File: config.mk
export PLATFORM = sky130hd
export DESIGN_NAME = ddod_front
export DESIGN_NICKNAME = d
export VERILOG_FILES = /design/src/design/ddod_pkg.sv /design/src/design/ddod_front.sv
export SDC_FILE = /design/constraint.sdc
export NUM_CORES = 2
export LEC_CHECK = 0
export ABC_AREA = 1
export ABC_CLOCK_PERIOD_IN_PS = 18000
export BUFFER_PORTS_ARGS = -buffer_cell sky130_fd_sc_hd__buf_2
export CAP_MARGIN = 20
export CELL_PAD_IN_SITES_DETAIL_PLACEMENT = 0
export CELL_PAD_IN_SITES_GLOBAL_PLACEMENT = 2
export CORE_MARGIN = 2
export CORE_UTILIZATION = 42
export CTS_BUF_LIST = sky130_fd_sc_hd__clkbuf_8
export CTS_CLUSTER_DIAMETER = 100
export DETAILED_ROUTE_END_ITERATION = 6
export PLACE_DENSITY_LB_ADDON = 0.25
export SYNTH_ARGS = -nofsm -noshare
export SYNTH_HDL_FRONTEND = slang
export SYNTH_SLANG_ARGS = --single-unit
File: constraint.sdc
create_clock -name i_clk -period 18 [get_ports i_clk]
set_input_delay 5.4 -clock i_clk [delete_from_list [all_inputs] [get_ports i_clk]]
set_output_delay 5.4 -clock i_clk [all_outputs]
set_load 0.03 [all_outputs]
File: src/design/ddod_pkg.sv
// ----------------------------------------------------------------------------
// ddod_pkg
// Shared widths, register indexes, pipeline payload types and the
// arctangent table for the differential-drive odometry delta block.
// ----------------------------------------------------------------------------
package ddod_pkg;

    // port widths
    localparam int CNT_IN_W  = 16;
    localparam int DIST_W    = 24;
    localparam int BASE_W    = 32;
    localparam int FWD_W     = 40;
    localparam int TURN_W    = 18;
    localparam int CFG_IDX_W = 1;
    localparam int CFG_DAT_W = 32;

    // parameter defaults
    localparam int CORDIC_STEPS_DEF = 16;
    localparam int COUNT_WIDTH_DEF  = 16;
    localparam int ATAN_ENTRIES     = 24;

    // internal widths
    localparam int CNT_W   = DIST_W + 1;          // sign-extended count
    localparam int PROD_W  = 2 * CNT_W;           // wheel distance
    localparam int DIFF_W  = PROD_W + 1;          // sum and difference
    localparam int NORM_W  = 64;                  // normalization word
    localparam int CORD_W  = 33;                  // cordic x, y and angle
    localparam int ANG_W   = 30;                  // normalized magnitude bits
    localparam int RND_SH  = 14;                  // Q2.30 to Q2.16
    localparam int RND_W   = CORD_W - RND_SH;     // rounded angle width

    localparam logic [TURN_W-1:0] HALF_PI_Q16 = TURN_W'(102944);

    // configuration register indexes
    localparam logic [CFG_IDX_W-1:0] CFG_DIST = 1'b0;
    localparam logic [CFG_IDX_W-1:0] CFG_BASE = 1'b1;

    localparam logic [DIST_W-1:0] DIST_RST = DIST_W'(65536);
    localparam logic [BASE_W-1:0] BASE_RST = BASE_W'(6553600);

    // payload through the normalization cells
    typedef struct packed {
        logic signed [FWD_W-1:0] fwd;
        logic                    neg;
        logic                    zero;
        logic [NORM_W-1:0]       ay;
        logic [NORM_W-1:0]       bx;
    } t_norm;

    // payload through the cordic cells
    typedef struct packed {
        logic signed [FWD_W-1:0]  fwd;
        logic                     neg;
        logic                     zero;
        logic signed [CORD_W-1:0] cx;
        logic signed [CORD_W-1:0] cy;
        logic signed [CORD_W-1:0] z;
    } t_cord;

    // atan(2^-i) in Q2.30 radians
    function automatic logic [CORD_W-1:0] atan_q30(input int unsigned idx);
        logic [CORD_W-1:0] v;
        case (idx)
            0:       v = CORD_W'(32'h3243F6A8);
            1:       v = CORD_W'(32'h1DAC6705);
            2:       v = CORD_W'(32'h0FADBAFC);
            3:       v = CORD_W'(32'h07F56EA6);
            4:       v = CORD_W'(32'h03FEAB76);
            5:       v = CORD_W'(32'h01FFD55B);
            6:       v = CORD_W'(32'h00FFFAAA);
            7:       v = CORD_W'(32'h007FFF55);
            8:       v = CORD_W'(32'h003FFFEA);
            9:       v = CORD_W'(32'h001FFFFD);
            10:      v = CORD_W'(32'h000FFFFF);
            11:      v = CORD_W'(32'h0007FFFF);
            12:      v = CORD_W'(32'h0003FFFF);
            13:      v = CORD_W'(32'h0001FFFF);
            14:      v = CORD_W'(32'h0000FFFF);
            15:      v = CORD_W'(32'h00007FFF);
            16:      v = CORD_W'(32'h00003FFF);
            17:      v = CORD_W'(32'h00001FFF);
            18:      v = CORD_W'(32'h00000FFF);
            19:      v = CORD_W'(32'h000007FF);
            20:      v = CORD_W'(32'h000003FF);
            21:      v = CORD_W'(32'h000001FF);
            22:      v = CORD_W'(32'h000000FF);
            23:      v = CORD_W'(32'h0000007F);
            default: v = '0;
        endcase
        return v;
    endfunction

endpackage

File: src/design/ddod_front.sv
// ----------------------------------------------------------------------------
// ddod_front
// Input register, wheel distance multipliers, forward mean with saturation,
// and magnitude of the wheel distance difference: four pipeline stages.
// ----------------------------------------------------------------------------
module ddod_front #(
    parameter int COUNT_WIDTH = ddod_pkg::COUNT_WIDTH_DEF
) (
    input  logic                                i_clk,
    input  logic                                i_rst_n,
    input  logic                                i_valid,
    output logic                                o_ready,
    input  logic signed [ddod_pkg::CNT_IN_W-1:0] i_left_count,
    input  logic signed [ddod_pkg::CNT_IN_W-1:0] i_right_count,
    input  logic [ddod_pkg::DIST_W-1:0]          i_dist,
    input  logic [ddod_pkg::BASE_W-1:0]          i_base,
    output logic                                o_valid,
    input  logic                                i_ready,
    output ddod_pkg::t_norm                      o_data
);
    import ddod_pkg::*;

    localparam int PAD = CNT_W - COUNT_WIDTH;

    logic                     r_v1, r_v2, r_v3, r_v4;
    logic                     rdy1, rdy2, rdy3, rdy4;
    logic signed [CNT_W-1:0]  r_lc, r_rc, n_lc, n_rc;
    logic signed [PROD_W-1:0] r_dl, r_dr, n_dl, n_dr;
    logic signed [FWD_W-1:0]  r_fwd, n_fwd;
    logic signed [DIFF_W-1:0] r_y, n_y;
    logic signed [FWD_W-1:0]  r_fwd4;
    t_norm                    r_out, n_out;
    logic [CNT_W-1:0]         l_wide, r_wide;
    logic [COUNT_WIDTH-1:0]   l_raw, r_raw;
    logic signed [CNT_W-1:0]  dist_s;
    logic signed [DIFF_W-1:0] sum, half;
    logic [DIFF_W-1:0]        ay;

    // stall chain from the output side
    assign rdy4    = !r_v4 || i_ready;
    assign rdy3    = !r_v3 || rdy4;
    assign rdy2    = !r_v2 || rdy3;
    assign rdy1    = !r_v1 || rdy2;
    assign o_ready = rdy1;
    assign o_valid = r_v4;
    assign o_data  = r_out;

    // take the low count bits as two's complement
    assign l_wide = {{(CNT_W-CNT_IN_W){1'b0}}, i_left_count};
    assign r_wide = {{(CNT_W-CNT_IN_W){1'b0}}, i_right_count};
    assign l_raw  = l_wide[COUNT_WIDTH-1:0];
    assign r_raw  = r_wide[COUNT_WIDTH-1:0];
    assign n_lc   = {{PAD{l_raw[COUNT_WIDTH-1]}}, l_raw};
    assign n_rc   = {{PAD{r_raw[COUNT_WIDTH-1]}}, r_raw};

    // wheel distances
    assign dist_s = {1'b0, i_dist};
    assign n_dl   = r_lc * dist_s;
    assign n_dr   = r_rc * dist_s;

    // forward mean, floor halving, saturate to the output range
    assign sum  = {r_dl[PROD_W-1], r_dl} + {r_dr[PROD_W-1], r_dr};
    assign half = sum >>> 1;
    always_comb begin
        if (half[DIFF_W-1:FWD_W-1] == '0 || half[DIFF_W-1:FWD_W-1] == '1) begin
            n_fwd = half[FWD_W-1:0];
        end else if (half[DIFF_W-1]) begin
            n_fwd = {1'b1, {(FWD_W-1){1'b0}}};
        end else begin
            n_fwd = {1'b0, {(FWD_W-1){1'b1}}};
        end
    end
    assign n_y = {r_dr[PROD_W-1], r_dr} - {r_dl[PROD_W-1], r_dl};

    // sign and magnitude of the difference
    assign ay = r_y[DIFF_W-1] ? DIFF_W'(-r_y) : DIFF_W'(r_y);
    always_comb begin
        n_out.fwd  = r_fwd4;
        n_out.neg  = r_y[DIFF_W-1];
        n_out.zero = (r_y == '0);
        n_out.ay   = {{(NORM_W-DIFF_W){1'b0}}, ay};
        n_out.bx   = {{(NORM_W-BASE_W){1'b0}}, i_base};
    end

    // stage valid bits
    always_ff @(posedge i_clk) begin
        if (!i_rst_n) begin
            r_v1 <= 1'b0;
            r_v2 <= 1'b0;
            r_v3 <= 1'b0;
            r_v4 <= 1'b0;
        end else begin
            if (rdy1) r_v1 <= i_valid;
            if (rdy2) r_v2 <= r_v1;
            if (rdy3) r_v3 <= r_v2;
            if (rdy4) r_v4 <= r_v3;
        end
    end

    // stage payloads
    always_ff @(posedge i_clk) begin
        if (rdy1 && i_valid) begin
            r_lc <= n_lc;
            r_rc <= n_rc;
        end
        if (rdy2 && r_v1) begin
            r_dl <= n_dl;
            r_dr <= n_dr;
        end
        if (rdy3 && r_v2) begin
            r_fwd <= n_fwd;
            r_y   <= n_y;
        end
        if (rdy4 && r_v3) begin
            r_out <= n_out;
        end
    end

    assign r_fwd4 = r_fwd;

endmodule

==> summary.md <==
| Metric | Value |
|---|---|
| Outcome | finished clean |
| Final-layout fill cell count | approximately 11000 |
| Top_reg_cell synth | edfxtp_1 |
| Clock Latency Late Sink | ~770 ps |
| Synthesized area per cell | between 8 and 9 µm² |
| DR pass1 iterations | 5 |
| Yosys warnings | 0 |
| Area Growth Syn to Fin | 8.34% |
| Slew Limit Fails | 0 |
| Asr flop ratio synth | 0% |
| Initial antenna violation count | 2 |
| Post-synth EDFFs | roughly 320 |
| CP Max Fanout | 3 |
| CTS Buf Count | 59 |
| Gpl congestion | about 0.98 |
| Worst min path class | reg2reg |
| Largest cells by area after synthesis | fa_1 (28%), edfxtp_1 (22%), inv_1 (12%), nand2_1 (11%), ha_1 (10%) |
| Initial Util | 42.3% |
| Period minus WS final | approximately 12000 ps |
| Detailed Place HPWL | around 110000 µm |
| FF-to-FF End | r_dl[32] |
| Share of layout cells above drive strength 1 | 7.42% |
| Worst setup SP type | primary input |
| Flop2flop setup slack | 11290 ps |
| Post-synth top cells | inv_1 (1427), nand2_1 (1291), fa_1 (614) |
| Yosys top cell by area | fa_1 |
| Final Hold Fails | 0 |
| Post-CTS Setup Bufs | 0 |
| Crit Reg-Reg Startpoint | r_lc[15] |
| CTS tree | built |
| Gr ovfl total | 0 |
| Max frequency | roughly 84 MHz |
| Vias | between 30000 and 40000 |
| Share of the synthesized area in the top cell type | between 20% and 30% |
| Synth cell types | between 40 and 50 |
| H-tree depth | 2 |
| Max_cap viols | 0 |
| DIE WIDTH | roughly 330 µm |
| PostCTS Resize Cnt | 0 |
| CTS sink cnt | around 330 |
| # DRC | 0 |
| # hold bufs at CTS | 0 |
| Final setup skew | 75.8 ps |
| Register bit total from synthesis | 325 |
| Setup crit end | o_ready |
| Setup crit end kind | output port |
| Port Buffer Count | 218 |
| Vias/cell | a little under 5 |
| Worst Setup SP | i_ready |
| CP arrival | roughly 6600 ps |
| Pin count of the biggest net entering global routing | 70 |
| Row cnt | approximately 120 |
| # setup viols final | 0 |
| Die area | around 110000 µm² |
| Vias in the first global route | 36700 |
| Sequential element share of the synthesized area | between 20 and 25% |
| Kind of critical path | in2out |
| Most numerous cell in the Yosys netlist | inv_1 |
| Syn Inst Count | 5464 |
| Final wirelength | roughly 140000 µm |
| Core box area | about 110000 µm² |
| Routed wire per std cell | just under 20 µm |
| Die Height | approximately 330 µm |
| Global-route wire length before repair | ~220000 µm |
| Slew margin rel. | between 20% and 30% |
| Final Cycle Share | between 60 and 70% |
| RSZ-0062 raised after global routing | false |
| Final setup TNS | 0 ps |
| GRT Util Overall | a little over a quarter |
| Starting DRT DRC Count | around 2100 |
| Root buffer cell | clkbuf_8 |
| Antenna-violating nets left | 0 |
| Fin nets | ~6700 |
| Top Ports | around 260 |
| Worst endpoint required time | about 13000 ps |
| Clk buf depth | 3 |
| Clock transition at path regs | around 50 ps |
| Post-synthesis instance area | between 40000 and 50000 µm² |
| Slew @ Worst Pin | around 1100 ps |
| R2R cell count | 18 |
==> area by class of cell <==
class                   instances  area, µm²  share of cell area, %
diodes                          1       2.50                0.00519
well taps                    1391       1740                   3.61
flip-flops and latches        325       9720                   20.1
clock buffers                  59        812                   1.68
inverters                    1458       5470                   11.3
repair buffers                261       1590                   3.30
multi-input cells            3520      28500                   59.1
clock inverters                49        389                  0.806
==> cells by family (layout without fill, tap and decap cells) <==
kind of cell               after synthesis  count (layout)  synth area share, %
AOI/OAI and AO/OA                      441             441                 5.53
xor gates and xnor gates               173             173                 3.40
adders and majority gates              973             973                 37.7
buffers and inverters                 1672            1827                 14.6
DFF                                    325             325                 21.8
other                                    1              55              0.00842
and+or+nand+nor                       1879            1879                 16.9
==> worst max-delay path: stages <==
cell and delay [ps]:
buf_2 100, nor2_1 210, inv_1 90, nor2_1 90
inv_1 70, nor2_1 80, inv_1 70, nor2_1 200
inv_1 80, buf_2 180
==> state kept, by name, summed over array words and instances (netlist names) <==
name / flops
r_y: 42
r_lc: 16
r_fwd: 40
r_v1: 1
o_data: 125
o_valid: 1
r_dl: 41
r_rc: 16
r_dr: 41
r_v2: 1
r_v3: 1
==> how the worst min path moves through the flow <==
| stage | cells past startpoint | endpoint | slack (ps) | from |
|---|---|---|---|---|
| after global routing | 0 | o_data[139] | 430 | r_fwd[9] |
| after floorplan | 0 | o_data[130] | 400 | r_fwd[0] |
| final | 0 | o_data[163] | 420 | r_fwd[33] |
| after CTS | 0 | o_data[163] | 420 | r_fwd[33] |
| after detailed placement | 0 | o_data[133] | 400 | r_fwd[3] |
| after global placement | 0 | o_data[133] | 400 | r_fwd[3] |
==> metal layers <==
metal	routed length (µm)	global-route usage [%]	share of wire [%]	up-vias
met5	8	0	0.0057	-
li1	-	-	-	16500
met2	66700	44.7	48	875
met1	60200	34.3	43	17100
met3	6690	3.48	4.8	222
met4	5670	9.68	4.1	2
==> placed cells by master, fill, tap and decap left out, types with 32 or more instances in the layout <==
cell type and instances:
clkbuf_8 59, nor2_1 329, buf_2 218, inv_2 32, xor2_1 130, a21oi_1 198, edfxtp_1 321, xnor2_1 43
nand2_1 1291, nand3_1 119, nor3_1 35, o21ai_0 118, inv_1 1439, fa_1 614, conb_1 54, o21bai_1 33
ha_1 359
==> stage by stage <==
step	setup slack [ps]	cell area (µm²)	hold WS (ps)	util, %	cells
final	6030	48300	417	45.8	7064
after global routing	5850	48300	426	45.8	7064
after CTS	6010	48100	418	45.7	7055
after detailed placement	6010	46900	405	44.5	6947
after global placement	5930	46800	401	44.4	6943
after floorplan	6500	44700	400	-	5517
Power is left out: the tool's default activity adds up to more than one toggle a clock period on the data nets, which glitch-free logic cannot reach.
