File: src/design/ddod_pkg.sv
// ----------------------------------------------------------------------------
// ddod_pkg
// Shared widths, register indexes, pipeline payload types and the
// arctangent table for the differential-drive odometry delta block.
// ----------------------------------------------------------------------------
package ddod_pkg;

    // port widths
    localparam int CNT_IN_W  = 16;
    localparam int DIST_W    = 24;
    localparam int BASE_W    = 32;
    localparam int FWD_W     = 40;
    localparam int TURN_W    = 18;
    localparam int CFG_IDX_W = 1;
    localparam int CFG_DAT_W = 32;

    // parameter defaults
    localparam int CORDIC_STEPS_DEF = 16;
    localparam int COUNT_WIDTH_DEF  = 16;
    localparam int ATAN_ENTRIES     = 24;

    // internal widths
    localparam int CNT_W   = DIST_W + 1;          // sign-extended count
    localparam int PROD_W  = 2 * CNT_W;           // wheel distance
    localparam int DIFF_W  = PROD_W + 1;          // sum and difference
    localparam int NORM_W  = 64;                  // normalization word
    localparam int CORD_W  = 33;                  // cordic x, y and angle
    localparam int ANG_W   = 30;                  // normalized magnitude bits
    localparam int RND_SH  = 14;                  // Q2.30 to Q2.16
    localparam int RND_W   = CORD_W - RND_SH;     // rounded angle width

    localparam logic [TURN_W-1:0] HALF_PI_Q16 = TURN_W'(102944);

    // configuration register indexes
    localparam logic [CFG_IDX_W-1:0] CFG_DIST = 1'b0;
    localparam logic [CFG_IDX_W-1:0] CFG_BASE = 1'b1;

    localparam logic [DIST_W-1:0] DIST_RST = DIST_W'(65536);
    localparam logic [BASE_W-1:0] BASE_RST = BASE_W'(6553600);

    // payload through the normalization cells
    typedef struct packed {
        logic signed [FWD_W-1:0] fwd;
        logic                    neg;
        logic                    zero;
        logic [NORM_W-1:0]       ay;
        logic [NORM_W-1:0]       bx;
    } t_norm;

    // payload through the cordic cells
    typedef struct packed {
        logic signed [FWD_W-1:0]  fwd;
        logic                     neg;
        logic                     zero;
        logic signed [CORD_W-1:0] cx;
        logic signed [CORD_W-1:0] cy;
        logic signed [CORD_W-1:0] z;
    } t_cord;

    // atan(2^-i) in Q2.30 radians
    function automatic logic [CORD_W-1:0] atan_q30(input int unsigned idx);
        logic [CORD_W-1:0] v;
        case (idx)
            0:       v = CORD_W'(32'h3243F6A8);
            1:       v = CORD_W'(32'h1DAC6705);
            2:       v = CORD_W'(32'h0FADBAFC);
            3:       v = CORD_W'(32'h07F56EA6);
            4:       v = CORD_W'(32'h03FEAB76);
            5:       v = CORD_W'(32'h01FFD55B);
            6:       v = CORD_W'(32'h00FFFAAA);
            7:       v = CORD_W'(32'h007FFF55);
            8:       v = CORD_W'(32'h003FFFEA);
            9:       v = CORD_W'(32'h001FFFFD);
            10:      v = CORD_W'(32'h000FFFFF);
            11:      v = CORD_W'(32'h0007FFFF);
            12:      v = CORD_W'(32'h0003FFFF);
            13:      v = CORD_W'(32'h0001FFFF);
            14:      v = CORD_W'(32'h0000FFFF);
            15:      v = CORD_W'(32'h00007FFF);
            16:      v = CORD_W'(32'h00003FFF);
            17:      v = CORD_W'(32'h00001FFF);
            18:      v = CORD_W'(32'h00000FFF);
            19:      v = CORD_W'(32'h000007FF);
            20:      v = CORD_W'(32'h000003FF);
            21:      v = CORD_W'(32'h000001FF);
            22:      v = CORD_W'(32'h000000FF);
            23:      v = CORD_W'(32'h0000007F);
            default: v = '0;
        endcase
        return v;
    endfunction

endpackage

File: src/design/ddod_norm_cell.sv
// ----------------------------------------------------------------------------
// ddod_norm_cell
// One step of the binary normalization: shifts both magnitudes left by a
// fixed amount when the top bits of their union are all clear.
// ----------------------------------------------------------------------------
module ddod_norm_cell #(
    parameter int SHIFT = 32
) (
    input  logic            i_clk,
    input  logic            i_rst_n,
    input  logic            i_valid,
    output logic            o_ready,
    input  ddod_pkg::t_norm i_data,
    output logic            o_valid,
    input  logic            i_ready,
    output ddod_pkg::t_norm o_data
);
    import ddod_pkg::*;

    logic              r_valid;
    t_norm             r_data, n_data;
    logic [NORM_W-1:0] both;
    logic              top_clear;

    assign o_ready = !r_valid || i_ready;
    assign o_valid = r_valid;
    assign o_data  = r_data;

    // conditional left shift
    assign both      = i_data.ay | i_data.bx;
    assign top_clear = (both[NORM_W-1 -: SHIFT] == '0);
    always_comb begin
        n_data = i_data;
        if (top_clear) begin
            n_data.ay = i_data.ay << SHIFT;
            n_data.bx = i_data.bx << SHIFT;
        end
    end

    always_ff @(posedge i_clk) begin
        if (!i_rst_n) begin
            r_valid <= 1'b0;
        end else if (o_ready) begin
            r_valid <= i_valid;
        end
    end

    always_ff @(posedge i_clk) begin
        if (o_ready && i_valid) begin
            r_data <= n_data;
        end
    end

endmodule

File: config.mk
export PLATFORM = sky130hd
export DESIGN_NAME = ddod_norm_cell
export DESIGN_NICKNAME = d
export VERILOG_FILES = /design/src/design/ddod_pkg.sv /design/src/design/ddod_norm_cell.sv
export SDC_FILE = /design/constraint.sdc
export NUM_CORES = 1
export LEC_CHECK = 0
export BUFFER_PORTS_ARGS = -buffer_cell sky130_fd_sc_hd__buf_2
export CAP_MARGIN = 40
export CORE_AREA = 2 2 136 138
export DETAILED_ROUTE_END_ITERATION = 8
export DIE_AREA = 0 0 138 140
export GPL_ROUTABILITY_DRIVEN = 0
export GPL_TIMING_DRIVEN = 1
export MAX_ROUTING_LAYER = met4
export PLACE_DENSITY = 0.68
export RECOVER_POWER = 25
export SYNTH_ARGS = -nofsm -noshare
export SYNTH_HDL_FRONTEND = slang
export SYNTH_SLANG_ARGS = --single-unit
File: constraint.sdc
create_clock -name i_clk -period 4.8 [get_ports i_clk]
set_input_delay 0.24 -clock i_clk [delete_from_list [all_inputs] [get_ports i_clk]]
set_output_delay 0.24 -clock i_clk [all_outputs]
set_load 0.005 [all_outputs]
==> results of run 1 <==
## worst max-delay path by stage
stage / startpoint / end / slack [ps] / cells after the start
6_report: i_data[98] / o_data[5]$_SDFFCE_PN0P_ / 2600 / 6
2_1_floorplan: o_valid$_SDFFE_PN0N_ / o_data[0]$_SDFFCE_PN0P_ / 1830 / 2
5_1_grt: i_data[98] / o_data[70]$_SDFFCE_PN0P_ / 2460 / 6
3_5_place_dp: i_data[98] / o_data[70]$_SDFFCE_PN0P_ / 2150 / 6
4_1_cts: i_data[98] / o_data[70]$_SDFFCE_PN0P_ / 2620 / 6
3_3_place_gp: i_data[98] / o_data[69]$_SDFFCE_PN0P_ / 2170 / 6
## report_power, final
| part | total (mW) | leakage (nW) | internal [mW] | switching, mW |
|---|---|---|---|---|
| logic | 0.295 | 2.07 | 0.150 | 0.145 |
| registers | 1.77 | 1.65 | 1.75 | 0.0206 |
| clock network | 1.38 | 0.273 | 0.778 | 0.597 |
| total | 3.44 | 4.00 | 2.68 | 0.763 |
## registers in the layout, summed over array words and instances (netlist names)
| name | flops |
|---|---|
| o_valid | 1 |
| o_data | 170 |
## worst register-to-register path: stages (launching register included)
cell and delay, ps:
dfxtp_1 330, nand2b_1 110, and2_4 160, buf_12 610
## kinds of logic after synthesis
kind of cell | after synthesis | synth area share
compound gates | 65 | 0.0781
flops | 171 | 0.820
buf+inv | 15 | 0.0138
simple gates | 87 | 0.0881
## layout make-up
| class | instances | area (um^2) | share of cell area |
|---|---|---|---|
| timing repair buffer | 389 | 2120 | 0.231 |
| inverter | 1 | 3.75 | 0.000409 |
| tap | 229 | 287 | 0.0312 |
| clock inverter | 14 | 160 | 0.0175 |
| sequential | 171 | 5120 | 0.559 |
| clock buffer | 18 | 429 | 0.0468 |
| multi-input combinational | 152 | 1050 | 0.114 |
| antenna | 1 | 2.50 | 0.000273 |
## timing repair
action | 4_1_cts | 5_1_grt
gates resized for setup | 0 | 0
hold endpoints to repair | 42 | 0
hold buffers | 42 | 0
buffers inserted | 0 | 0
## layout by cell type, fill, tap and decap left out
cell type / Yosys / layout
clkbuf_1: 1 / 58
buf_2: 9 / 287
inv_6: 0 / 3
dfxtp_1: 1 / 1
nand2b_1: 1 / 1
and2_4: 0 / 1
buf_12: 0 / 2
clkbuf_16: 0 / 17
nand4_1: 4 / 4
nor4_1: 16 / 16
clkinv_2: 0 / 1
edfxtp_1: 170 / 170
nor2b_1: 64 / 64
bufinv_16: 0 / 2
diode_2: 0 / 1
a21o_1: 64 / 64
nor4_4: 0 / 1
clkbuf_2: 0 / 1
inv_1: 1 / 1
clkinv_4: 0 / 1
dlygate4sd3_1: 0 / 42
inv_8: 0 / 2
clkinvlp_4: 0 / 5
a21boi_0: 1 / 1
## metal layers
metal	up-vias	global-route usage	routed length, um
met2	225	0.301	8780
met4	0	0.0650	233
met3	13	0.0485	1300
met1	2087	0.203	6710
li1	2089	-	-
met5	-	-	0
## per-stage QoR
stage	util	hold WS [ps]	std cells	total power, mW	instance area (um^2)
after floorplan	-	339	338	1.88	6250
after global placement	0.463	417	900	2.07	8230
after detailed placement	0.463	418	900	2.08	8230
after CTS	0.520	44.3	974	3.48	9240
after global routing	0.516	59.1	975	3.57	9170
final	0.516	65.8	975	3.44	9170
==> results by group, run 1 <==
Placed design
  – Place WS: 2150 ps
  – IO Port Bufs: 345
  – Hpwl dp: 12100 um

Logic synthesis
  – Post-synth cell types: 15
  – Post-synth EDFFs: 170
  – Sequential area share after synthesis: 0.820
  – Synthesized Nets: 512
  – Synth Flop Type: edfxtp_1
  – Top-count cell post-synth: edfxtp_1
  – Flops & latches, synth: 171
  – Synth Area per Inst: 18.5 um^2
  – Ys async rst share: 0
  – Post-Syn Area: 6250 um^2
  – Post-synth top area share: 0.817
  – Mapped Cells: 338
  – Synth warnings: 0
  – Top cells by count, synth: edfxtp_1, a21o_1, nor2b_1, nor4_1, buf_2
  – Synth top area cells: edfxtp_1, a21o_1, nor2b_1, nor4_1, buf_2
  – Largest area contributor in the netlist: edfxtp_1

Floorplanning
  – Initial Util: 0.352
  – Die Y: 140 um
  – Site Rows: 49
  – Core Area: 17800 um^2
  – I/O pin count: 346
  – Die Wd: 138 um
  – Die area: 19300 um^2

Critical path
  – Critical Path AT: 2350 ps
  – Worst R2R Setup Slack: 3040 ps
  – Crit-path max FO: 128
  – CP Buf/Inv Count: 2
  – Slowest stage delay, CP: 710 ps
  – Crit Path Category: input pin to register
  – Slowest CP cell: nor4_1
  – Critical path required time: 4950 ps
  – Reg2reg end: o_data[125]$_DFFE_PP_
  – Crit. End Element: register
  – Startpoint Class: input pin
  – Critical path's top delay family: simple AND/OR/NAND/NOR gates
  – Critical R2R Launch: o_valid$_SDFFE_PN0N_
  – R2r worst-path depth: 3
  – CP Cell Sequence: buf_2, nor4_1, nand4_1, nor4_4, buf_12, nor2b_1

Clock network
  – Clock root cell: clkbuf_16
  – H-tree depth: 4
  – Num CTS Buffers: 17
  – Clock buffer depth: 2
  – Clock-pin slew on the worst setup and hold paths: 70 ps
  – CTS tree: done
  – Clk_lat worst skew: 420 ps
  – # clock sinks: 171

Timing
  – Setup violations, final: 0
  – Unrepaired setup endpoints after global routing: false
  – Setup WS post-layout: 2600 ps
  – Max Freq: 454 MHz
  – Post-route minimum period: 2200 ps
  – Hold Violations, Final: 0
  – Worst-Margin Slew: 942 ps
  – Final period util: 0.459
  – Rel. slew slack: 0.372
  – Clock skew: 9.03 ps
  – Count of final max-slew check failures: 0
  – Sum Neg Setup Slack: 0 ps

Worst hold path
  – Min-delay src: i_rst_n
  – Hold Path End: o_valid$_SDFFE_PN0N_
  – Hold Path Class: input pin to register
  – Worst hold path depth: 2

Detailed routing
  – Iter 0 DRT Violations: 208
  – Drt pass-1 iters: 6
  – Antenna-violating nets left: 0
  – Via Count: 4414
  – Drt wl/cell: 17.5 um
  – WL final: 17000 um
  – DRC violations left: 0
  – Vias per cell: 4.53

Global route
  – GRT Total Usage: 0.177
  – Initial antenna violation count: 1
  – GRT overflow: 0
  – Vias in the first global route: 4483
  – First-pass GRT wire length: 25100 um
  – Pin count of the biggest net entering global routing: 171

Power and ir drop
  – Leak pwr: 4.00 nW
  – Maximum vdd drop: 0.253 mV
  – Pwr per Cell Area: 375 nW/um^2

Layout
  – Layout cells sized above 1: 0.434
  – Filler cell count: 1574
  – Total Nets Final: 906
  – Area growth from synthesis to layout: 46.8%

Run status
  – Run status: complete, no violations

Job
  – Max-Cap Viols: 0
No activity file was read; power rests on OpenSTA's default activity.
==> run 2: changes to the inputs <==
clock period = 1.8 ns   (was 4.8 ns; I/O delays follow)
==> run 2 against run 1 <==
  * Final area grew 19%
  * Clock skew grew 3.8 ps
  * Setup slack lost 2500 ps
  * Sequential power grew to 2.7 times the previous value
  * Critical path type unchanged
  * Highest routed layer unchanged
==> results by group, run 2 (synthesized netlist as in run 1, its figures left out) <==
Clock network
  – # clock sinks: 171
  – Clock buffer depth: 2
  – H-tree depth: 4
  – Num CTS Buffers: 17
  – Clk_lat worst skew: 420 ps
  – CTS tree: done
  – Clock-pin slew on the worst setup and hold paths: 60 ps
  – Clock root cell: clkbuf_16

Power and ir drop
  – P_int: 7.04 mW
  – Proportion of power drawn by the clock network: 0.369
  – Comb power frac: 0.115
  – Maximum vdd drop: 0.612 mV
  – Power Total: 9.14 mW
  – Pwr per Cell Area: 839 nW/um^2
  – NetSw: 2.10 mW
  – Reg power frac: 0.516
  – Leak pwr: 4.79 nW
  – Net Sw Frac: 0.230

Critical path
  – Critical Path Start: i_data[34]
  – Critical Path AT: 1880 ps
  – CP Buf/Inv Count: 5
  – Slowest CP cell: dlygate4sd3_1
  – Critical path required time: 1970 ps
  – Startpoint Class: input pin
  – Crit. End Element: register
  – Slowest stage delay, CP: 580 ps
  – Critical R2R Launch: o_valid$_SDFFE_PN0N_
  – Crit-path max FO: 7
  – Crit Path Category: input pin to register
  – CP Cell Sequence: dlygate4sd3_1, nor4_2, nand4_1, buf_4, nor4_4, buf_6, buf_12, clkbuf_16, nor2b_1
  – Critical path's top delay family: buffers and inverters

Timing
  – Setup WS post-layout: 93.3 ps
  – Setup violations, final: 0
  – Count of final max-slew check failures: 0
  – Worst-Margin Slew: 594 ps
  – Sum Neg Setup Slack: 0 ps
  – Final period util: 0.948
  – Hold Violations, Final: 0
  – Clock skew: 12.8 ps
  – Final worst hold slack: 26.6 ps
  – Post-route minimum period: 1710 ps
  – Max Freq: 586 MHz
  – Rel. slew slack: 0.600
  – Unrepaired setup endpoints after global routing: false

Floorplanning
  – Die Y: 140 um
  – I/O pin count: 346
  – Core Area: 17800 um^2
  – Die Wd: 138 um
  – Site Rows: 49
  – Die area: 19300 um^2
  – Initial Util: 0.352

Global route
  – Pin count of the biggest net entering global routing: 81
  – Vias in the first global route: 5562
  – Initial antenna violation count: 0
  – First-pass GRT wire length: 29600 um
  – GRT Total Usage: 0.205
  – GRT overflow: 0

Layout
  – Final core occ: 0.613
  – Filler cell count: 1360
  – Area occupied by multi-input gates: 1070 um^2
  – Finished Cell Area: 10900 um^2
  – Total Nets Final: 1067
  – Largest register FFs: 170
  – Most frequent cells in the layout: buf_2, edfxtp_1, dlygate4sd3_1
  – Layout cells sized above 1: 0.401
  – Final Non-Filler Cells: 1134
  – Flip-flop and latch area: 5120 um^2
  – Ant. Diodes: 0
  – Area growth from synthesis to layout: 74.4%
  – Most common cell after layout, fill and taps aside: buf_2

Detailed routing
  – WL final: 20800 um
  – DRC violations left: 0
  – Antenna-violating nets left: 0
  – Vias per cell: 4.63
  – Iter 0 DRT Violations: 216
  – Drt wl/cell: 18.3 um
  – Drt pass-1 iters: 5
  – Via Count: 5256

Placed design
  – Placed insts: 933
  – Placed inst area: 8530 um^2
  – IO Port Bufs: 345
  – Hpwl dp: 13100 um
  – Place WS: -340 ps

Job
  – Max-Cap Viols: 0

Worst hold path
  – Min-delay src: i_data[120]
  – Hold Path Class: input pin to register

Run status
  – Run status: complete, no violations
run 2: changes by cell type in the layout (fill, tap and decap cells not counted), moves of 3 or more:
cell            before  now
buf_2              287  280
buf_8                0    4
buf_4                0   24
dlymetal6s4s_1       0    3
buf_12               2    7
dlygate4sd3_1       42  158
clkbuf_16           17   24
buf_6                0    6
run 2: path summary, 6_finish.rpt:
| path | endpoint | slack (ps) | depth (start not counted) |
|---|---|---|---|
| max | o_data[67]$_SDFFCE_PN0P_ | 90 | 9 |
| min reg2reg | o_data[14]$_SDFFCE_PN0P_ | 1010 | 3 |
| min | o_data[120]$_DFFE_PP_ | 30 | 3 |
| max reg2reg | o_data[128]$_DFFE_PP_ | 360 | 3 |
run 2: final cells by class:
type	count	share of cell area
sequential	171	0.470
timing repair buffer	550	0.356
multi-input combinational	152	0.0983
clock buffer	17	0.0390
tap	229	0.0263
clock inverter	14	0.0102
inverter	1	0.000344
run 2: worst register-to-register path, delay by kind of cell (launching register included):
kind                   cells  cell delay, ps
AND/OR/NAND/NOR            2             320
flip-flops                 1             330
buffers and inverters      1             340
run 2: power groups by stage:
stage	Combinational, mW	Clock, mW	Sequential, mW
2_1_floorplan	0.178	0	4.84
3_3_place_gp	0.770	0	4.79
3_5_place_dp	0.784	0	4.80
4_1_cts	1.06	3.47	4.71
5_1_grt	1.14	3.62	4.74
6_report	1.05	3.38	4.72
run 2: routing by layer:
| layer | vias to the layer above | routed length [um] | share of wire | global-route usage |
|---|---|---|---|---|
| met2 | 280 | 10600 | 0.51 | 0.350 |
| met4 | 0 | 620 | 0.030 | 0.0827 |
| met3 | 48 | 1760 | 0.085 | 0.0632 |
| met1 | 2511 | 7770 | 0.37 | 0.225 |
| met5 | - | 0 | 0 | - |
| li1 | 2417 | - | - | - |
run 2: repair_timing:
action,in CTS,in global routing
setup buffers,0,2
hold endpoints to repair,165,0
gates resized for setup,0,25
endpoints found under the setup margin,0,97
hold buffers,161,0
