### config.mk
export PLATFORM = sky130hd
export DESIGN_NAME = ddod_cordic_cell
export DESIGN_NICKNAME = d
export VERILOG_FILES = /design/src/design/ddod_pkg.sv /design/src/design/ddod_cordic_cell.sv
export SDC_FILE = /design/constraint.sdc
export NUM_CORES = 1
export LEC_CHECK = 0
export BUFFER_PORTS_ARGS = -buffer_cell sky130_fd_sc_hd__clkbuf_2
export CAP_MARGIN = 20
export CORE_MARGIN = 3
export CORE_UTILIZATION = 30
export DETAILED_ROUTE_END_ITERATION = 10
export GPL_TIMING_DRIVEN = 0
export MAX_ROUTING_LAYER = met4
export SYNTH_ARGS = -nofsm -noshare
export SYNTH_HDL_FRONTEND = slang
export SYNTH_SLANG_ARGS = --single-unit
### constraint.sdc
create_clock -name i_clk -period 7.05 [get_ports i_clk]
set_input_delay 0 -clock i_clk [delete_from_list [all_inputs] [get_ports i_clk]]
set_output_delay 0 -clock i_clk [all_outputs]
set_load 0.1 [all_outputs]
### src/design/ddod_pkg.sv
// ----------------------------------------------------------------------------
// ddod_pkg
// Shared widths, register indexes, pipeline payload types and the
// arctangent table for the differential-drive odometry delta block.
// ----------------------------------------------------------------------------
package ddod_pkg;

    // port widths
    localparam int CNT_IN_W  = 16;
    localparam int DIST_W    = 24;
    localparam int BASE_W    = 32;
    localparam int FWD_W     = 40;
    localparam int TURN_W    = 18;
    localparam int CFG_IDX_W = 1;
    localparam int CFG_DAT_W = 32;

    // parameter defaults
    localparam int CORDIC_STEPS_DEF = 16;
    localparam int COUNT_WIDTH_DEF  = 16;
    localparam int ATAN_ENTRIES     = 24;

    // internal widths
    localparam int CNT_W   = DIST_W + 1;          // sign-extended count
    localparam int PROD_W  = 2 * CNT_W;           // wheel distance
    localparam int DIFF_W  = PROD_W + 1;          // sum and difference
    localparam int NORM_W  = 64;                  // normalization word
    localparam int CORD_W  = 33;                  // cordic x, y and angle
    localparam int ANG_W   = 30;                  // normalized magnitude bits
    localparam int RND_SH  = 14;                  // Q2.30 to Q2.16
    localparam int RND_W   = CORD_W - RND_SH;     // rounded angle width

    localparam logic [TURN_W-1:0] HALF_PI_Q16 = TURN_W'(102944);

    // configuration register indexes
    localparam logic [CFG_IDX_W-1:0] CFG_DIST = 1'b0;
    localparam logic [CFG_IDX_W-1:0] CFG_BASE = 1'b1;

    localparam logic [DIST_W-1:0] DIST_RST = DIST_W'(65536);
    localparam logic [BASE_W-1:0] BASE_RST = BASE_W'(6553600);

    // payload through the normalization cells
    typedef struct packed {
        logic signed [FWD_W-1:0] fwd;
        logic                    neg;
        logic                    zero;
        logic [NORM_W-1:0]       ay;
        logic [NORM_W-1:0]       bx;
    } t_norm;

    // payload through the cordic cells
    typedef struct packed {
        logic signed [FWD_W-1:0]  fwd;
        logic                     neg;
        logic                     zero;
        logic signed [CORD_W-1:0] cx;
        logic signed [CORD_W-1:0] cy;
        logic signed [CORD_W-1:0] z;
    } t_cord;

    // atan(2^-i) in Q2.30 radians
    function automatic logic [CORD_W-1:0] atan_q30(input int unsigned idx);
        logic [CORD_W-1:0] v;
        case (idx)
            0:       v = CORD_W'(32'h3243F6A8);
            1:       v = CORD_W'(32'h1DAC6705);
            2:       v = CORD_W'(32'h0FADBAFC);
            3:       v = CORD_W'(32'h07F56EA6);
            4:       v = CORD_W'(32'h03FEAB76);
            5:       v = CORD_W'(32'h01FFD55B);
            6:       v = CORD_W'(32'h00FFFAAA);
            7:       v = CORD_W'(32'h007FFF55);
            8:       v = CORD_W'(32'h003FFFEA);
            9:       v = CORD_W'(32'h001FFFFD);
            10:      v = CORD_W'(32'h000FFFFF);
            11:      v = CORD_W'(32'h0007FFFF);
            12:      v = CORD_W'(32'h0003FFFF);
            13:      v = CORD_W'(32'h0001FFFF);
            14:      v = CORD_W'(32'h0000FFFF);
            15:      v = CORD_W'(32'h00007FFF);
            16:      v = CORD_W'(32'h00003FFF);
            17:      v = CORD_W'(32'h00001FFF);
            18:      v = CORD_W'(32'h00000FFF);
            19:      v = CORD_W'(32'h000007FF);
            20:      v = CORD_W'(32'h000003FF);
            21:      v = CORD_W'(32'h000001FF);
            22:      v = CORD_W'(32'h000000FF);
            23:      v = CORD_W'(32'h0000007F);
            default: v = '0;
        endcase
        return v;
    endfunction

endpackage

### src/design/ddod_cordic_cell.sv
// ----------------------------------------------------------------------------
// ddod_cordic_cell
// One vectoring iteration of the cordic: rotates toward the x axis by
// atan(2^-IDX) and accumulates the angle.
// ----------------------------------------------------------------------------
module ddod_cordic_cell #(
    parameter int IDX = 0
) (
    input  logic            i_clk,
    input  logic            i_rst_n,
    input  logic            i_valid,
    output logic            o_ready,
    input  ddod_pkg::t_cord i_data,
    output logic            o_valid,
    input  logic            i_ready,
    output ddod_pkg::t_cord o_data
);
    import ddod_pkg::*;

    localparam logic signed [CORD_W-1:0] ATAN = atan_q30(IDX);

    logic                     r_valid;
    t_cord                    r_data, n_data;
    logic signed [CORD_W-1:0] dx, dy;

    assign o_ready = !r_valid || i_ready;
    assign o_valid = r_valid;
    assign o_data  = r_data;

    // micro-rotation
    assign dx = i_data.cx >>> IDX;
    assign dy = i_data.cy >>> IDX;
    always_comb begin
        n_data = i_data;
        if (!i_data.cy[CORD_W-1]) begin
            n_data.cx = i_data.cx + dy;
            n_data.cy = i_data.cy - dx;
            n_data.z  = i_data.z + ATAN;
        end else begin
            n_data.cx = i_data.cx - dy;
            n_data.cy = i_data.cy + dx;
            n_data.z  = i_data.z - ATAN;
        end
    end

    always_ff @(posedge i_clk) begin
        if (!i_rst_n) begin
            r_valid <= 1'b0;
        end else if (o_ready) begin
            r_valid <= i_valid;
        end
    end

    always_ff @(posedge i_clk) begin
        if (o_ready && i_valid) begin
            r_data <= n_data;
        end
    end

endmodule

==> results of run 1 <==
[report_power, final]
group	switching [mW]	leakage (nW)	internal [mW]
registers	0.0290	1.36	1.06
clock network	0.394	0.266	0.461
logic	1.19	4.84	0.376
total	1.61	6.47	1.89
[Yosys cell counts (all sizes together) (3+ instances only)]
library cell  count  area share (%)
o2bb2ai           3            0.23
xor2             19             1.5
xnor2            72             5.6
mux2i            13             1.2
nor2             92             3.1
or3               9            0.51
o31ai            17             1.3
nor3             18            0.84
nand2b           16            0.88
o221ai            3            0.29
nand2            52             1.7
a31oi             8            0.50
o21bai           24             1.6
fa                4            0.71
a221oi            6            0.52
buf              18             1.2
inv             105             3.5
a31o              4            0.31
and3              4            0.23
nor4              6            0.33
a311o             3            0.28
a21o             32             2.1
o21a             13            0.86
a211o             6            0.46
or2               4            0.22
a221o             5            0.44
and2              6            0.33
ha              133              15
o21ai            67             3.0
a2111oi           7            0.76
a21oi           129             5.8
nor2b            13            0.72
clkbuf           27             1.5
nand3            14            0.62
edfxtp          140              37
o41ai             3            0.30
o2111ai           3            0.23
o211ai            9            0.60
nand4            10            0.55
a211oi           12            0.80
[stage by stage]
step	setup WS (ns)	instance area [um2]	utilization, %
global placement	1.661	13380	36.28
detailed placement	2.681	13410	36.37
finish	3.227	14460	39.22
floorplan	1.656	11310	-
CTS	3.129	14460	39.22
global route	2.682	14460	39.22
[critical path, cell delays in order]
cell,delay (ns)
clkbuf_2,0.37
clkbuf_8,0.27
clkinv_1,0.15
clkbuf_2,0.50
fa_1,0.60
nor2b_1,0.19
o2111ai_1,0.15
a2111oi_0,0.56
nor3_1,0.20
nor3_1,0.31
a41o_1,0.29
a211o_1,0.16
a21oi_1,0.08
xnor2_1,0.13
[worst paths after layout]
check / to / slack (ns)
worst max-delay path: o_data[31] / 3.23
worst min-delay path: o_data[31] / 0.04
worst max register to register: o_data[71] / 5.03
worst min register to register: o_valid / 1.14
[final cells by class]
type | count | area share, %
flip-flops and latches | 141 | 29.21
clock inverters | 15 | 0.8652
plain buffers | 45 | 2.094
repair buffers | 338 | 13.58
clock buffers | 17 | 2.942
multi-input cells | 866 | 44.17
inverters | 107 | 2.777
well taps | 504 | 4.361
[logic make-up (layout without fill, tap and decap cells)]
| logic type | after synthesis | count (layout) | synth area share [%] |
|---|---|---|---|
| buffers and inverters | 152 | 522 | 6.216 |
| adder cells (fa/ha/maj) | 137 | 137 | 15.42 |
| AND/OR/NAND/NOR | 250 | 250 | 10.47 |
| XOR/XNOR | 91 | 91 | 7.046 |
| AO/OA/AOI/OAI | 375 | 375 | 22.35 |
| multiplexers | 13 | 13 | 1.150 |
| flip-flops | 141 | 141 | 37.34 |
[sequential cells by signal, summed over array words and instances (netlist names)]
name / cells
o_valid: 1
o_data: 140
[per-layer routing]
layer / GRT usage [%] / up-vias / part of all wire (%)
met3: 2.503 / 45 / 5.2
li1: - / 4918 / -
met2: 32.07 / 399 / 49
met4: 4.953 / 0 / 1.7
met5: - / - / 0
met1: 23.88 / 4816 / 45
[what timing repair did]
action | in CTS | in global routing
hold buffers | 50 | 0
endpoints found under the hold margin | 50 | 0
buffers inserted | 0 | 0
==> flow_summary.toml, run 1 <==
[outcome]
status = "complete, no violations"

[timing]
timing.final.setup_violations = 0
min_period_over_period_pct = 54.23
grt_setup_unrepaired = "no"
slew_viol_final = 0
fin_skew_ns = 0.01090
tns_ns = 0
fmax_mhz = 261.6
hold_violations = 0
layout_min_cycle_time_ns = 3.823
slew_headroom_pct = 34.84
hold_slack_ns = 0.03796
worst_slew_pin_slew_ns = 0.9774

[place]
dp.final_hpwl_um = 30200
numPortBuffers = 287
dp_cells = 1951
place.gp.congestion = 0.9374

[logic_synthesis]
synth-seq-cells = 141
syn_avg_cell_area_um2 = 9.760
ys.flop_type = "edfxtp_1"
ys_seq_area_share_pct = 37.34
ys_warn_count = 0
netlist_instances = 1159
synthDistinctLibCells = 88
synth_edf_count = 140
synth_nets = 1441
syn_area_um2 = 11310
async_flop_share_pct = 0

[run]
cap_violations = 0

[grt]
antenna_found_initial = 0
grt_overflow = 0
grt_use_total_pct = 18.91
grt_pass1_wl_um = 58710
grt_pass1_vias = 10339
grt_max_degree = 73

[detailed_routing]
drt_iter0_drc = 771
wl_per_cell_um = 18.64
postRouteAntennaNets = 0
dr.pass1.iters = 6
num_vias = 10178
totalWireLength_um = 37890
drc = 0
avgViaCountPerCell = 5.006

[die]
die_h_um = 200.2
die_area_um2 = 40070
io_pins = 288
fp.dieW_um = 200.2
core-area_um2 = 36870
start_util_pct = 30.68
num_rows = 70

[worst_setup_path]
crit_required_ns = 7.23
cp_data_arrival_time_ns = 4.00
cp_max_fo = 24
worstSetupPathType = "in2reg"
worst-r2r-cell-count = 3
end_kind = "register"
r2r-start = "o_valid"
crit_start = "i_data[65]"
startpoint_type = "primary input"

[pwr]
power_mw = 3.503
ir_drop_mv = 0.1759
power.leakage_nw = 6.472
power_per_cell_area_nw_per_um2 = 242.3

[worst_hold_path]
hold_path.class = "in2reg"
hold_depth = 3
worstHoldStart = "i_data[31]"

[clocking]
insertion_delay_ns = 0.42
numCtsBuffers = 17
h-tree-depth = 4
ctsResizeCount = 0
cts.path.max_buffers = 2
cts_sinks = 141
cts_tree = "built"
root_buffer = "clkbuf_16"
clk_pin_slew_ns = 0.06

[final_layout]
final_nets = 1798
area_growth_pct = 27.84
regArea_um2 = 4224
final_common_cell = "clkbuf_2"
insertedDiodeCount = 0
stdcell_count = 2033
fillers = 3711
most-common-layout-cells = "clkbuf_2 (288), edfxtp_1 (140), ha_1 (133), a21oi_1 (127), inv_1 (101)"
drive_above_1_share_pct = 24.72
multi_input_area_um2 = 6387
(Power assumes the default switching activity.)
==> run 2: changes to the inputs <==
==> constraint.sdc (replaced) <==
create_clock -name i_clk -period 3.6 [get_ports i_clk]
set_input_delay 0 -clock i_clk [delete_from_list [all_inputs] [get_ports i_clk]]
set_output_delay 0 -clock i_clk [all_outputs]
set_load 0.1 [all_outputs]
==> run 2 against run 1 <==
- combinational power increased by 97%
- non-clock buffer count increased by 1
- highest routed layer unchanged
- setup slack got worse by 2.9 ns
- sequential power increased by 96%
==> flow_summary.toml, run 2 (same netlist as run 1, synthesis figures left out) <==
[outcome]
status = "complete, no violations"

[final_layout]
regArea_um2 = 4224
drive_above_1_share_pct = 24.84
final_nets = 1799
final_cell_area_um2 = 14540
multi_input_area_um2 = 6394
stdcell_count = 2034
area_growth_pct = 28.57
fillers = 3697
final_common_cell = "clkbuf_2"
most-common-layout-cells = "clkbuf_2 (286), edfxtp_1 (140), ha_1 (133), a21oi_1 (127), inv_1 (101)"
largest_register_ffs = 140
insertedDiodeCount = 0

[pwr]
power_mw = 6.957
clkPwrFrac_pct = 25.3
power.leakage_nw = 6.498
power_per_cell_area_nw_per_um2 = 478.3
switching_power_mw = 3.217
p_comb_share_pct = 44.2
power_frac_seq_pct = 30.5
p_int_mw = 3.740
ir_drop_mv = 0.3215
sw_frac_of_total_pct = 46.24

[die]
die_h_um = 200.2
core-area_um2 = 36870
die_area_um2 = 40070
io_pins = 288
start_util_pct = 30.68
fp.dieW_um = 200.2
num_rows = 70

[worst_setup_path]
worstSetupPathType = "in2reg"
startpoint_type = "primary input"
cp_max_fo = 24
end_kind = "register"
cp_data_arrival_time_ns = 3.47
crit_required_ns = 3.79

[clocking]
clk_pin_slew_ns = 0.07
cts_tree = "built"
insertion_delay_ns = 0.43
cts.path.max_buffers = 2
h-tree-depth = 4
cts_setup_buffers = 0
numCtsBuffers = 17
root_buffer = "clkbuf_16"
cts_sinks = 141

[detailed_routing]
num_vias = 10265
dr.pass1.iters = 5
drc = 0
totalWireLength_um = 38190
postRouteAntennaNets = 0
drt_iter0_drc = 625
avgViaCountPerCell = 5.047
wl_per_cell_um = 18.77

[place]
numPortBuffers = 287
post-place-ws_ns = -0.7294
dpl_cell_area_um2 = 13440
dp.final_hpwl_um = 30520
place.gp.congestion = 0.9207
dp_cells = 1952

[timing]
worst_slew_pin_slew_ns = 0.9461
timing.final.setup_violations = 0
slew_headroom_pct = 36.93
layout_min_cycle_time_ns = 3.279
tns_ns = 0
fmax_mhz = 305.0
grt_setup_unrepaired = "no"
min_period_over_period_pct = 91.08
hold_violations = 0
fin_skew_ns = 0.01047
setup_slack_ns = 0.3211
slew_viol_final = 0

[run]
cap_violations = 0

[worst_hold_path]
hold_path.class = "in2reg"

[grt]
grt_use_total_pct = 19.01
grt_pass1_wl_um = 58640
grt_max_degree = 69
grt_overflow = 0
antenna_found_initial = 0
grt_pass1_vias = 10333
## run 2: worst paths after layout
check | end | slack (ns) | start | depth (start not counted)
max | o_data[31] | 0.32 | i_data[65] | 14
min | o_data[138] | 0.03 | i_valid | 2
max reg2reg | o_data[38] | 2.21 | o_valid | 3
min reg2reg | o_data[138] | 0.82 | o_valid | 2
## run 2: metal layers
layer	vias to the layer above	part of all wire (%)	global-route usage, %
li1	4908	-	-
met3	55	5.0	2.535
met4	0	2.8	6.596
met2	359	48	31.75
met5	-	0	-
met1	4943	44	23.76
## run 2: through the flow
stage | hold slack, ns | util [%]
after floorplan | 0.09887 | -
after global placement | 0.1779 | 36.29
after detailed placement | 0.1790 | 36.44
after CTS | 0.007186 | 39.43
after global routing | 0.01778 | 39.44
final | 0.03199 | 39.44
## run 2: repair_timing
item | in CTS | in global routing
endpoints found under the setup margin | 3 | 7
gates cloned | 0 | 0
gates resized for setup | 1 | 4
endpoints found under the hold margin | 50 | 0
hold buffers | 50 | 0
## run 2: final cells by class
type                            instances  area share [%]
Clock buffer                           17           2.925
Clock inverter                         15           1.179
Buffer                                 45           2.099
Timing Repair Buffer                  339           13.70
Inverter                              107           2.762
Tap cell                              504           4.336
Sequential cell                       141           29.04
Multi-Input combinational cell        866           43.96
## run 2: worst max-delay path, stage by stage
cell	delay [ns]
buf_2	0.34
clkbuf_8	0.26
clkinv_1	0.15
buf_4	0.31
fa_1	0.45
nor2b_1	0.19
o2111ai_1	0.17
a2111oi_2	0.45
nor3_1	0.17
nor3_1	0.29
a41o_1	0.29
a211o_1	0.16
a21oi_1	0.08
xnor2_1	0.13
## run 2: power groups by stage
stage,registers [mW],logic (mW),clock network (mW)
after floorplan,3.43,1.06,0
after global placement,2.16,3.00,0
after detailed placement,2.16,3.02,0
after CTS,2.13,3.07,1.80
after global routing,2.14,3.25,1.86
final,2.12,3.07,1.76
==> run 3: changes to the inputs <==
--- a/config.mk
+++ b/config.mk
@@ -7,11 +7,15 @@
 export LEC_CHECK = 0
 export BUFFER_PORTS_ARGS = -buffer_cell sky130_fd_sc_hd__clkbuf_2
 export CAP_MARGIN = 20
+export CELL_PAD_IN_SITES_DETAIL_PLACEMENT = 0
+export CELL_PAD_IN_SITES_GLOBAL_PLACEMENT = 1
 export CORE_MARGIN = 3
 export CORE_UTILIZATION = 30
 export DETAILED_ROUTE_END_ITERATION = 10
 export GPL_TIMING_DRIVEN = 0
+export HOLD_SLACK_MARGIN = 0.1
 export MAX_ROUTING_LAYER = met4
+export PLACE_DENSITY_LB_ADDON = 0.1
 export SYNTH_ARGS = -nofsm -noshare
 export SYNTH_HDL_FRONTEND = slang
 export SYNTH_SLANG_ARGS = --single-unit
==> constraint.sdc (replaced) <==
create_clock -name i_clk -period 3.31 [get_ports i_clk]
set_input_delay 0 -clock i_clk [delete_from_list [all_inputs] [get_ports i_clk]]
set_output_delay 0 -clock i_clk [all_outputs]
set_load 0.1 [all_outputs]
==> run 3 against run 2 <==
- sequential power up 9%
- sequential share of layout area down 0.56 points
- combinational power up 10%
- first-iteration DRC count down 21%
- via count down 0.20%
- clock power up 15%
- global-route usage up 2.1 points
- setup slack worse by 0.17 ns
- critical path depth down 1
- design area up 2.0%
- die area unchanged
- largest cell class unchanged
==> flow_summary.toml, run 3 (same netlist as run 1, synthesis figures left out) <==
[outcome]
status = "complete, no violations"

[detailed_routing]
totalWireLength_um = 41560
avgViaCountPerCell = 4.975
drc = 0
dr.pass1.iters = 5
wl_per_cell_um = 20.18
num_vias = 10244
drt_iter0_drc = 493
postRouteAntennaNets = 0

[die]
start_util_pct = 30.68
num_rows = 70
core-area_um2 = 36870
fp.dieW_um = 200.2
die_area_um2 = 40070
die_h_um = 200.2
io_pins = 288

[timing]
layout_min_cycle_time_ns = 3.162
tns_ns = 0
slew_viol_final = 0
fmax_mhz = 316.3
timing.final.setup_violations = 0
min_period_over_period_pct = 95.53
grt_setup_unrepaired = "yes"
slew_headroom_pct = 31.55
fin_skew_ns = 0.01019
setup_slack_ns = 0.1481
worst_slew_pin_slew_ns = 1.027
hold_violations = 0

[final_layout]
insertedDiodeCount = 0
final_core_util_pct = 40.22
final_cell_area_um2 = 14830
final_common_cell = "clkbuf_2"
final_nets = 1824
fillers = 3801
most-common-layout-cells = "clkbuf_2 (286), edfxtp_1 (140), ha_1 (133), a21oi_1 (127), inv_1 (101)"
area_growth_pct = 31.10
largest_register_ffs = 140
drive_above_1_share_pct = 24.69

[grt]
grt_overflow = 0
grt_use_total_pct = 21.08
grt_pass1_wl_um = 63730
antenna_found_initial = 0
grt_max_degree = 61
grt_pass1_vias = 10436

[place]
place.gp.congestion = 0.8880
dp.final_hpwl_um = 32880
post-place-ws_ns = -1.225
numPortBuffers = 287
dpl_cell_area_um2 = 13440

[worst_setup_path]
worst-r2r-cell-count = 4
worstSetupPathType = "in2reg"
startpoint_type = "primary input"
r2r-end = "o_data[76]"
crit_required_ns = 3.48
cp_max_fo = 4
cp_data_arrival_time_ns = 3.34
r2r_setup_slack_ns = 1.40
end_kind = "register"
r2r-start = "o_valid"

[clocking]
cts_tree = "built"
cts_setup_buffers = 0
clk_pin_slew_ns = 0.08
cts_sinks = 141
cts.path.max_buffers = 2
root_buffer = "clkbuf_16"
numCtsBuffers = 17
h-tree-depth = 4
insertion_delay_ns = 0.45

[pwr]
power_mw = 7.725
power.leakage_nw = 6.627
ir_drop_mv = 0.3248
power_per_cell_area_nw_per_um2 = 520.9

[run]
cap_violations = 0

[worst_hold_path]
worstHoldStart = "i_data[22]"
worstHoldEndpoint = "o_data[22]"
hold_depth = 3
hold_path.class = "in2reg"
==> run 3: final cells by class <==
class / instances / area (um2) / area share [%]
Clock inverter: 15 / 180.2 / 1.215
Multi-Input combinational cell: 866 / 6412 / 43.24
Clock buffer: 17 / 425.4 / 2.868
Inverter: 107 / 401.6 / 2.708
Sequential cell: 141 / 4224 / 28.48
Timing Repair Buffer: 364 / 2245 / 15.14
Tap cell: 504 / 630.6 / 4.252
Buffer: 45 / 311.5 / 2.101
==> run 3: worst max-delay path by stage <==
stage	cells after the start	slack (ns)	endpoint	startpoint
after floorplan	2	0.16	o_data[0]	o_valid
after global placement	14	-1.59	o_data[32]	i_data[65]
after detailed placement	14	-1.23	o_data[31]	i_data[65]
after CTS	14	0.02	o_data[31]	i_data[65]
after global routing	14	-0.04	o_data[31]	i_data[65]
final	13	0.15	o_data[96]	i_data[66]
==> run 3: critical path, cell delays in order <==
cell and delay (ns):
clkbuf_2 0.11, inv_1 0.04, ha_1 0.20, fa_1 0.39, nand2b_1 0.18, a21oi_1 0.38, o2111ai_1 0.36, a211oi_1 0.46
nor3_1 0.17, o22a_1 0.26, nor4_1 0.44, o2bb2ai_1 0.19, xnor2_1 0.17
==> run 3: report_power, final <==
| group | leakage (nW) | switching, mW | internal (mW) | total (mW) |
|---|---|---|---|---|
| combinational | 4.97 | 2.56 | 0.832 | 3.39 |
| sequential | 1.36 | 0.0610 | 2.25 | 2.31 |
| clock | 0.292 | 0.884 | 1.14 | 2.02 |
==> run 3: per-stage QoR <==
stage                     hold WS [ns]  std cells
after floorplan                0.09887       1159
after global placement          0.1772       1950
after detailed placement        0.1787       1952
after CTS                       0.1008       2059
after global routing            0.1395       2059
final                           0.1311       2059
==> run 3: per-layer routing <==
layer  vias to the layer above  global-route usage, %  routed length, um
li1                       4980                      -                  -
met1                      4928                  26.88              19100
met2                       307                  35.42              20310
met3                        29                  2.990               1621
met4                         0                  5.231                531
met5                         -                      -                  0
==> run 3: timing repair <==
item	CTS	global route
hold endpoints to repair	74	0
endpoints found under the setup margin	13	3
pin swaps	0	1
resized for setup	6	3
cloned	0	0
hold buffers	75	0
